<file path="src/rtl/assert_macros.svh">
// Assertion helpers shared by the queue and back-stage RTL files.
`ifndef ASSERT_MACROS_SVH
`define ASSERT_MACROS_SVH

// Property must hold at every rising clock edge outside reset.
`define ASSERT_CLK(lbl, clk, rst, prop, msg) \
   lbl: assert property (@(posedge clk) disable iff (rst) (prop)) else $error(msg);

// Condition must never be seen at a rising clock edge outside reset.
`define ASSERT_NEVER(lbl, clk, rst, cond, msg) \
   lbl: assert property (@(posedge clk) disable iff (rst) !(cond)) else $error(msg);

`endif

</file>
<file path="src/rtl/amrf_pkg.sv">
package amrf_pkg;

   // Longest advertisement in bytes; selected records carry at most MAX_ADV_LEN-1 payload bytes.
   localparam int MAX_ADV_LEN = 31;

   localparam logic [7:0] MANUF_TYPE = 8'hFF;
   localparam logic [7:0] MIN_PAYLOAD = 8'd3;
   localparam logic [7:0] MAX_PAYLOAD = 8'(MAX_ADV_LEN - 1);

   // Parser phases.
   localparam logic [1:0] PHASE_LEN     = 2'd0;
   localparam logic [1:0] PHASE_TYPE    = 2'd1;
   localparam logic [1:0] PHASE_PAYLOAD = 2'd2;

   // Configuration register indexes.
   localparam logic CSR_FILTER_ANY = 1'b0;
   localparam logic CSR_FILTER_ID  = 1'b1;

   typedef struct packed {
      logic        filter_any;
      logic [15:0] filter_id;
   } amrf_cfg_type;

   // One queued result. When pair is set, the low ID byte goes out first
   // as byte index zero, followed by the byte described here.
   typedef struct packed {
      logic        pair;
      logic [15:0] maker_id;
      logic [7:0]  data_byte;
      logic [4:0]  byte_index;
      logic [4:0]  record_length;
      logic        last_of_record;
      logic        truncated;
   } amrf_entry_type;

   typedef struct packed {
      logic empty;
      logic full;
   } amrf_fifo_status_type;

endpackage

</file>
<file path="src/rtl/adv_manufacturer_record_filter_core.sv">
// Manufacturer-record filter for advertising data.
// Input channel (req_*): one advertising byte per transfer, with req_end_of_adv
// set on the final byte of an advertisement. Output channel (rsp_*): one payload
// byte of a selected manufacturer record per transfer, with its ID, index,
// record length and last/truncated marks. Configuration (csr_*): register 0 is
// filter_any, register 1 is filter_id; the user must write them only while the
// block is idle, and the block itself has no check for this. Throughput is one
// input byte per cycle unless the queue is full. A byte is classified by the
// parser in the cycle it is accepted and its result enters a four-entry queue,
// then the output register that drives rsp_*. The byte that completes a
// manufacturer ID yields two results from one queue entry, the low ID byte
// first; the first ID byte yields none, so the output side keeps pace with the
// input. Reset clears the parser, the queue and the output stage, and sets
// filter_any to 1 and filter_id to 0. When the receiver stalls, the output
// register holds, results collect in the queue and req_ready drops only once
// the queue is full; nothing is dropped.
module adv_manufacturer_record_filter_core import amrf_pkg::*; #(
   parameter int QUEUE_DEPTH = 4
) (
   input  logic        clock,
   input  logic        reset,
   input  logic        req_valid,
   output logic        req_ready,
   input  logic [7:0]  req_adv_byte,
   input  logic        req_end_of_adv,
   output logic        rsp_valid,
   input  logic        rsp_ready,
   output logic [15:0] rsp_maker_id,
   output logic [7:0]  rsp_data_byte,
   output logic [4:0]  rsp_byte_index,
   output logic [4:0]  rsp_record_length,
   output logic        rsp_last_of_record,
   output logic        rsp_truncated,
   input  logic        csr_we,
   input  logic        csr_index,
   input  logic [15:0] csr_wdata
);

   // Filter registers; they keep their values across advertisements.
   amrf_cfg_type cfg_ff, cfg_in;

   always_comb begin
      cfg_in = cfg_ff;
      if (csr_we) begin
         case (csr_index)
            CSR_FILTER_ANY: cfg_in.filter_any = csr_wdata[0];
            CSR_FILTER_ID:  cfg_in.filter_id  = csr_wdata;
            default:        cfg_in = cfg_ff;
         endcase
      end
   end

   always_ff @(posedge clock) begin
      if (reset) begin
         cfg_ff.filter_any <= 1'b1;
         cfg_ff.filter_id  <= 16'd0;
      end else begin
         cfg_ff <= cfg_in;
      end
   end

   // The front parser pushes at most one queue entry per accepted byte.
   amrf_entry_type       push_entry;
   amrf_entry_type       head;
   amrf_fifo_status_type fifo_status;
   logic                 push;
   logic                 pop;

   amrf_front u_front (
      .clock          (clock),
      .reset          (reset),
      .cfg            (cfg_ff),
      .req_valid      (req_valid),
      .req_adv_byte   (req_adv_byte),
      .req_end_of_adv (req_end_of_adv),
      .req_ready      (req_ready),
      .fifo_status    (fifo_status),
      .push           (push),
      .push_entry     (push_entry)
   );

   amrf_fifo #(
      .DEPTH (QUEUE_DEPTH)
   ) u_fifo (
      .clock      (clock),
      .reset      (reset),
      .push       (push),
      .push_entry (push_entry),
      .pop        (pop),
      .head       (head),
      .status     (fifo_status)
   );

   // The back stage expands paired entries and holds the output register.
   amrf_back u_back (
      .clock              (clock),
      .reset              (reset),
      .head               (head),
      .fifo_status        (fifo_status),
      .pop                (pop),
      .rsp_valid          (rsp_valid),
      .rsp_ready          (rsp_ready),
      .rsp_maker_id       (rsp_maker_id),
      .rsp_data_byte      (rsp_data_byte),
      .rsp_byte_index     (rsp_byte_index),
      .rsp_record_length  (rsp_record_length),
      .rsp_last_of_record (rsp_last_of_record),
      .rsp_truncated      (rsp_truncated)
   );

endmodule

</file>
<file path="src/rtl/amrf_front.sv">
module amrf_front import amrf_pkg::*; (
   input  logic           clock,
   input  logic           reset,
   input  amrf_cfg_type   cfg,
   input  logic           req_valid,
   input  logic [7:0]     req_adv_byte,
   input  logic           req_end_of_adv,
   output logic           req_ready,
   input  amrf_fifo_status_type fifo_status,
   output logic           push,
   output amrf_entry_type push_entry
);

   logic [1:0] phase_ff, phase_in;
   logic [7:0] bytes_left_ff, bytes_left_in;
   logic [7:0] plen_ff, plen_in;
   logic [7:0] pos_ff, pos_in;
   logic       sel_ff, sel_in;
   logic [7:0] id_low_ff, id_low_in;
   logic [7:0] id_high_ff, id_high_in;
   logic       matched_ff, matched_in;
   logic       stopped_ff, stopped_in;

   logic       accept;
   logic       last;
   logic       fin;
   logic       trunc;
   logic       id_ok;
   logic [7:0] bl_dec;

   assign req_ready = !fifo_status.full;
   assign accept = req_valid && req_ready;

   assign last   = (bytes_left_ff <= 8'd1);
   assign fin    = last || req_end_of_adv;
   assign trunc  = req_end_of_adv && !last;
   assign id_ok  = cfg.filter_any || ({req_adv_byte, id_low_ff} == cfg.filter_id);
   assign bl_dec = bytes_left_ff - {7'd0, (bytes_left_ff != 8'd0)};

   always_comb begin
      phase_in      = phase_ff;
      bytes_left_in = bytes_left_ff;
      plen_in       = plen_ff;
      pos_in        = pos_ff;
      sel_in        = sel_ff;
      id_low_in     = id_low_ff;
      id_high_in    = id_high_ff;
      matched_in    = matched_ff;
      stopped_in    = stopped_ff;
      push          = 1'b0;
      push_entry.pair           = 1'b0;
      push_entry.maker_id       = {id_high_ff, id_low_ff};
      push_entry.data_byte      = req_adv_byte;
      push_entry.byte_index     = pos_ff[4:0];
      push_entry.record_length  = plen_ff[4:0];
      push_entry.last_of_record = fin;
      push_entry.truncated      = trunc;

      if (accept) begin
         if (!stopped_ff) begin
            case (phase_ff)
               PHASE_TYPE: begin
                  if (plen_ff == 8'd0) begin
                     phase_in = PHASE_LEN;
                  end else begin
                     sel_in = (req_adv_byte == MANUF_TYPE) && (plen_ff >= MIN_PAYLOAD)
                              && (plen_ff <= MAX_PAYLOAD);
                     matched_in    = 1'b0;
                     pos_in        = 8'd0;
                     bytes_left_in = plen_ff;
                     phase_in      = PHASE_PAYLOAD;
                  end
               end
               PHASE_PAYLOAD: begin
                  if (sel_ff) begin
                     if (pos_ff == 8'd0) begin
                        id_low_in = req_adv_byte;
                     end else if (pos_ff == 8'd1) begin
                        id_high_in = req_adv_byte;
                        matched_in = id_ok;
                        if (id_ok) begin
                           push = 1'b1;
                           push_entry.pair     = 1'b1;
                           push_entry.maker_id = {req_adv_byte, id_low_ff};
                        end
                     end else if (matched_ff) begin
                        push = 1'b1;
                     end
                  end
                  pos_in        = pos_ff + 8'd1;
                  bytes_left_in = bl_dec;
                  if (bl_dec == 8'd0) begin
                     phase_in   = PHASE_LEN;
                     sel_in     = 1'b0;
                     matched_in = 1'b0;
                  end
               end
               default: begin
                  if (req_adv_byte == 8'd0) begin
                     stopped_in = 1'b1;
                  end else begin
                     plen_in  = req_adv_byte - 8'd1;
                     phase_in = PHASE_TYPE;
                  end
               end
            endcase
         end
         if (req_end_of_adv) begin
            phase_in      = PHASE_LEN;
            bytes_left_in = 8'd0;
            plen_in       = 8'd0;
            pos_in        = 8'd0;
            sel_in        = 1'b0;
            id_low_in     = 8'd0;
            id_high_in    = 8'd0;
            matched_in    = 1'b0;
            stopped_in    = 1'b0;
         end
      end
   end

   always_ff @(posedge clock) begin
      if (reset) begin
         phase_ff      <= PHASE_LEN;
         bytes_left_ff <= 8'd0;
         plen_ff       <= 8'd0;
         pos_ff        <= 8'd0;
         sel_ff        <= 1'b0;
         id_low_ff     <= 8'd0;
         id_high_ff    <= 8'd0;
         matched_ff    <= 1'b0;
         stopped_ff    <= 1'b0;
      end else begin
         phase_ff      <= phase_in;
         bytes_left_ff <= bytes_left_in;
         plen_ff       <= plen_in;
         pos_ff        <= pos_in;
         sel_ff        <= sel_in;
         id_low_ff     <= id_low_in;
         id_high_ff    <= id_high_in;
         matched_ff    <= matched_in;
         stopped_ff    <= stopped_in;
      end
   end

endmodule

</file>
<file path="src/rtl/amrf_fifo.sv">
`include "assert_macros.svh"

module amrf_fifo import amrf_pkg::*; #(
   parameter int DEPTH = 4
) (
   input  logic                 clock,
   input  logic                 reset,
   input  logic                 push,
   input  amrf_entry_type       push_entry,
   input  logic                 pop,
   output amrf_entry_type       head,
   output amrf_fifo_status_type status
);

   localparam int PW = (DEPTH > 1) ? $clog2(DEPTH) : 1;
   localparam int CW = $clog2(DEPTH + 1);
   localparam logic [PW-1:0] LastPtr = PW'(DEPTH - 1);
   localparam logic [CW-1:0] FullCount = CW'(DEPTH);

   amrf_entry_type mem_ff [DEPTH];
   logic [PW-1:0] wr_ptr_ff, wr_ptr_in;
   logic [PW-1:0] rd_ptr_ff, rd_ptr_in;
   logic [CW-1:0] count_ff, count_in;

   assign status.empty = (count_ff == '0);
   assign status.full  = (count_ff == FullCount);
   assign head = mem_ff[rd_ptr_ff];

   always_comb begin
      wr_ptr_in = wr_ptr_ff;
      rd_ptr_in = rd_ptr_ff;
      count_in  = count_ff;
      if (push) begin
         wr_ptr_in = (wr_ptr_ff == LastPtr) ? '0 : wr_ptr_ff + PW'(1);
      end
      if (pop) begin
         rd_ptr_in = (rd_ptr_ff == LastPtr) ? '0 : rd_ptr_ff + PW'(1);
      end
      if (push && !pop) begin
         count_in = count_ff + CW'(1);
      end else if (pop && !push) begin
         count_in = count_ff - CW'(1);
      end
   end

   always_ff @(posedge clock) begin
      if (push) begin
         mem_ff[wr_ptr_ff] <= push_entry;
      end
   end

   always_ff @(posedge clock) begin
      if (reset) begin
         wr_ptr_ff <= '0;
         rd_ptr_ff <= '0;
         count_ff  <= '0;
      end else begin
         wr_ptr_ff <= wr_ptr_in;
         rd_ptr_ff <= rd_ptr_in;
         count_ff  <= count_in;
      end
   end

   `ASSERT_NEVER(a_no_overflow, clock, reset, push && status.full && !pop, "queue overflow")
   `ASSERT_NEVER(a_no_underflow, clock, reset, pop && status.empty, "queue underflow")
   `ASSERT_CLK(a_count_bound, clock, reset, count_ff <= FullCount, "queue count out of range")

endmodule

</file>
<file path="src/rtl/amrf_back.sv">
`include "assert_macros.svh"

module amrf_back import amrf_pkg::*; (
   input  logic                 clock,
   input  logic                 reset,
   input  amrf_entry_type       head,
   input  amrf_fifo_status_type fifo_status,
   output logic                 pop,
   output logic                 rsp_valid,
   input  logic                 rsp_ready,
   output logic [15:0]          rsp_maker_id,
   output logic [7:0]           rsp_data_byte,
   output logic [4:0]           rsp_byte_index,
   output logic [4:0]           rsp_record_length,
   output logic                 rsp_last_of_record,
   output logic                 rsp_truncated
);

   logic           valid_ff, valid_in;
   logic           half_ff, half_in;
   logic           load;
   logic           take;
   amrf_entry_type out_ff, out_in;

   assign load = !valid_ff || rsp_ready;
   assign take = load && !fifo_status.empty;

   always_comb begin
      valid_in = valid_ff;
      half_in  = half_ff;
      out_in   = out_ff;
      pop      = 1'b0;
      if (load) begin
         valid_in = !fifo_status.empty;
         if (take) begin
            out_in = head;
            if (head.pair && !half_ff) begin
               // Low ID byte of a matching record goes out first.
               out_in.data_byte      = head.maker_id[7:0];
               out_in.byte_index     = 5'd0;
               out_in.last_of_record = 1'b0;
               out_in.truncated      = 1'b0;
               half_in = 1'b1;
            end else begin
               pop     = 1'b1;
               half_in = 1'b0;
            end
         end
      end
   end

   always_ff @(posedge clock) begin
      if (reset) begin
         valid_ff <= 1'b0;
         half_ff  <= 1'b0;
      end else begin
         valid_ff <= valid_in;
         half_ff  <= half_in;
      end
      out_ff <= out_in;
   end

   assign rsp_valid          = valid_ff;
   assign rsp_maker_id       = out_ff.maker_id;
   assign rsp_data_byte      = out_ff.data_byte;
   assign rsp_byte_index     = out_ff.byte_index;
   assign rsp_record_length  = out_ff.record_length;
   assign rsp_last_of_record = out_ff.last_of_record;
   assign rsp_truncated      = out_ff.truncated;

   `ASSERT_CLK(a_half_pair, clock, reset, half_ff |-> head.pair && !fifo_status.empty, "no pair")
   `ASSERT_CLK(a_half_valid, clock, reset, half_ff |-> valid_ff, "low ID byte not shown")
   `ASSERT_NEVER(a_half_index, clock, reset, half_ff && out_ff.byte_index != 5'd0, "bad index")

endmodule
</file>
<file path="config.mk">
export PLATFORM = sky130hd
export DESIGN_NAME = adv_manufacturer_record_filter_core
export DESIGN_NICKNAME = d
export VERILOG_FILES = /design/src/rtl/amrf_pkg.sv /design/src/rtl/adv_manufacturer_record_filter_core.sv /design/src/rtl/amrf_front.sv /design/src/rtl/amrf_fifo.sv /design/src/rtl/amrf_back.sv
export VERILOG_INCLUDE_DIRS = /design/src /design/src/rtl
export SDC_FILE = /design/constraint.sdc
export NUM_CORES = 1
export LEC_CHECK = 0
export ABC_AREA = 0
export BUFFER_PORTS_ARGS = -buffer_cell sky130_fd_sc_hd__clkbuf_2
export CORE_UTILIZATION = 31
export DETAILED_ROUTE_END_ITERATION = 7
export SLEW_MARGIN = 10
export SYNTH_ARGS = -nofsm -noshare
export SYNTH_HDL_FRONTEND = slang
export SYNTH_SLANG_ARGS = --single-unit
</file>
<file path="constraint.sdc">
create_clock -name clock -period 5.5 [get_ports clock]
set_input_delay 0.55 -clock clock [delete_from_list [all_inputs] [get_ports clock]]
set_output_delay 0.55 -clock clock [all_outputs]
set_load 0.02 [all_outputs]
</file>
==> results.py <==
metrics = {
    "logic_synthesis": {
        "synth_seq_cells": 257,
        "synth_nets": 755,
        "synth_area_leaders": "edfxtp_1 53%, dfxtp_1 14%, mux4_2 7.9%",
        "synth_xor_xnor_area_share_pct": 2.84,
        "synth-simple-area-share_pct": 10.0,
        "synth_largest_area_cell": "edfxtp_1",
        "syn_area_um2": 10500,
        "yosysTopAreaCellShare_pct": 52.7,
        "muxShareOfSynthArea_pct": 11.9,
        "avgSynthCellArea_um2": 14.8,
        "synth_edf_count": 184,
        "synth-compound-area-share_pct": 4.52,
        "yosysUniqueCellTypes": 61,
        "synth_ff_type": "edfxtp_1",
        "yosys.area_share.adder_pct": 2.10,
        "synth_top_family_by_area": "multiplexers",
        "yosys_warnings": 0,
        "seq_area_frac_synth_pct": 66.6,
        "synth-async-reset-ratio_pct": 0,
        "syn_inst": 707,
    },
    "clocking": {
        "htreeDepth": 1,
        "postCtsHoldBufs": 0,
        "clk_latency_ns": 0.53,
        "cts_made_buffers": 27,
        "cts_setup_buffers": 0,
        "cts_tree": "built",
        "clockBufferDepth": 3,
        "cts_root_buf": "clkbuf_16",
        "path_clk_slew_ns": 0.06,
        "ctsResizeCount": 0,
        "cts.sinks": 257,
    },
    "routing": {
        "vias_per_cell": 4.71,
        "drtIter0Drc": 468,
        "first_pass_iters": 4,
        "ant_nets": 0,
        "wl_um": 21600,
        "wl_met1_um": 10800,
        "avgRoutedWirePerCell_um": 17.4,
        "route.met3.wl_um": 1110,
        "via_count": 5846,
        "top_layer_used": "met5",
        "drc_errors": 0,
        "met2WireLength_um": 9400,
    },
    "power_and_ir_drop": {
        "p_leak_nw": 4.13,
        "peakVddDrop_v": 0.000163,
        "power_density_nw_per_um2": 323,
    },
    "layout": {
        "nets": 826,
        "finalInstanceArea_um2": 12100,
        "antenna_cells": 0,
        "drive_gt1_share_pct": 23.5,
        "fin_util_pct": 36.8,
        "layout_commonest_cell": "edfxtp_1",
        "most-common-layout-cells": "184 x edfxtp_1, 72 x dfxtp_1, 68 x clkbuf_2",
        "areaGrowthSynthToFinish_pct": 15.5,
    },
    "sta": {
        "finalSetupViolCount": 0,
        "worst_hold_slack_ns": 0.244,
        "period_share_pct": 65.6,
        "worst_pin_slew_ns": 1.09,
        "fin_ws_ns": 1.89,
        "clock_skew_ns": 0.0117,
        "drv_slew": 0,
        "relSlewSlack_pct": 27.5,
        "period_needed_ns": 3.61,
        "rsz0062_at_grt": "no",
        "fmax_mhz": 277,
        "fin_setup_tns_ns": 0,
        "hold_viol_final": 0,
    },
    "critical_path": {
        "crit_fanout": 10,
        "reg2regPathDepth": 11,
        "cp_data_arrival_time_ns": 4.05,
        "r2r-start": "u_front.bytes_left_ff[3]$_SDFFE_PP0P_",
        "worst-r2r-setup-slack_ns": 1.89,
        "cp-start-kind": "flop",
        "required_ns": 5.94,
        "crit_path_end_kind": "flop",
        "rr_endpoint": "u_front.phase_ff[0]$_SDFFE_PP0P_",
        "worstSetupPathType": "flop to flop",
    },
    "floorplan": {
        "num_rows": 66,
        "num_io_pins": 69,
        "die_area_um2": 34600,
        "die_h_um": 186,
        "floorplan.initialDensity_pct": 31.8,
        "dieWidth_um": 186,
        "core_um2": 32900,
    },
    "job": {
        "cap_viol_max_count": 0,
    },
    "min_path": {
        "holdPathEnd": "cfg_ff[16]$_SDFFE_PP1P_",
        "hold_depth": 2,
        "min_from": "csr_wdata[0]",
        "hp-class": "input pin to flop",
    },
    "place": {
        "hpwlAfterDp_um": 13900,
        "dpl_cell_area_um2": 11300,
        "numPortBuffers": 68,
        "routabilityCongestion": 0.739,
        "preCtsSetupSlack_ns": 1.91,
    },
    "status": {
        "status": "completed",
    },
    "global_route": {
        "grt_max_degree": 41,
        "gr-usage-all-layers_pct": 13.0,
        "antenna_found_initial": 1,
        "grt_pass1_wl_um": 34000,
        "grt.overflow.total": 0,
        "grt_pass1_vias": 5771,
    },
}
## final cells by class
type,instances,area (um2)
inverters,18,67.6
clock inverters,9,51.3
clock buffers,41,758
multi-input cells,400,3310
flip-flops and latches,257,6990
fillers,3118,20800
well taps,442,553
repair buffers,74,385
## worst max-delay path: stages, from the launching register on
cell and delay (ns):
dfxtp_1 0.39, or4_1 0.57, or4_1 0.47, nand2b_1 0.18
ha_1 0.23, ha_1 0.31, nand3b_1 0.09, or3_1 0.31
o22ai_1 0.22, a31oi_4 0.16, or4_1 0.49, o31ai_1 0.08
## cell usage after synthesis, types with 4 or more instances
master	count
nand2b_1	9
mux2i_1	21
clkbuf_1	22
nand3_1	6
dfxtp_1	73
nand2_1	49
inv_1	17
a31oi_1	4
or4_1	5
nor2b_1	12
xnor2_1	9
ha_1	16
o21ai_0	8
nor4_1	7
edfxtp_1	184
and2_1	15
nand4_1	4
nor3_1	10
mux2_2	18
buf_2	6
xor2_1	25
o2bb2ai_1	6
nor2_2	4
mux4_2	37
a21oi_1	28
nor2_1	57
## how the worst max path moves through the flow
stage                                               start  slack [ns]                                to
floorplan                                       rsp_ready        1.49   u_fifo.count_ff[2]$_SDFFE_PP0P_
finish              u_front.bytes_left_ff[3]$_SDFFE_PP0P_        1.89  u_front.phase_ff[0]$_SDFFE_PP0P_
CTS                 u_front.bytes_left_ff[3]$_SDFFE_PP0P_        1.89  u_front.phase_ff[0]$_SDFFE_PP0P_
global placement    u_front.bytes_left_ff[3]$_SDFFE_PP0P_        1.98  u_front.phase_ff[1]$_SDFFE_PP0P_
detailed placement  u_front.bytes_left_ff[3]$_SDFFE_PP0P_        1.91  u_front.phase_ff[0]$_SDFFE_PP0P_
global route        u_front.bytes_left_ff[3]$_SDFFE_PP0P_        1.67  u_front.phase_ff[0]$_SDFFE_PP0P_
## metal layers
layer | global-route usage, % | vias up
met1 | 19.3 | 2883
met2 | 19.5 | 139
met4 | 3.38 | 2
met3 | 2.23 | 31
li1 | - | 2791
met5 | 0 | -
## logic make-up after synthesis
group	count (synthesis)
XOR/XNOR	34
flip-flops	257
AO/OA/AOI/OAI	70
adder cells (fa/ha/maj)	17
multiplexers	76
buffers and inverters	50
AND/OR/NAND/NOR	203
## registers in the layout, indices dropped and copies added, names as in the netlist, 5 cells and up, named ones only
| register | cells |
|---|---|
| u_front.pos_ff | 8 |
| u_back.rsp_byte_index | 5 |
| u_front.plen_ff | 8 |
| cfg_ff | 17 |
| u_fifo.mem_ff | 148 |
| u_back.rsp_maker_id | 16 |
| u_back.rsp_data_byte | 8 |
| u_front.id_high_ff | 8 |
| u_back.rsp_record_length | 5 |
| u_front.bytes_left_ff | 8 |
| u_front.id_low_ff | 8 |
## power breakdown
group | switching [W] | internal [W] | leakage [nW]
Clock | 0.000714 | 0.000949 | 0.391
Sequential | 0.0000227 | 0.00208 | 2.26
Combinational | 0.0000946 | 0.0000575 | 1.48
Total | 0.000831 | 0.00308 | 4.13
## through the flow
step / instances / power (W)
floorplan: 707 / 0.00224
global placement: 1191 / 0.00229
detailed placement: 1191 / 0.00229
CTS: 1241 / 0.00396
global route: 1241 / 0.00406
finish: 1241 / 0.00391
No activity file was read; power rests on OpenSTA's default activity.
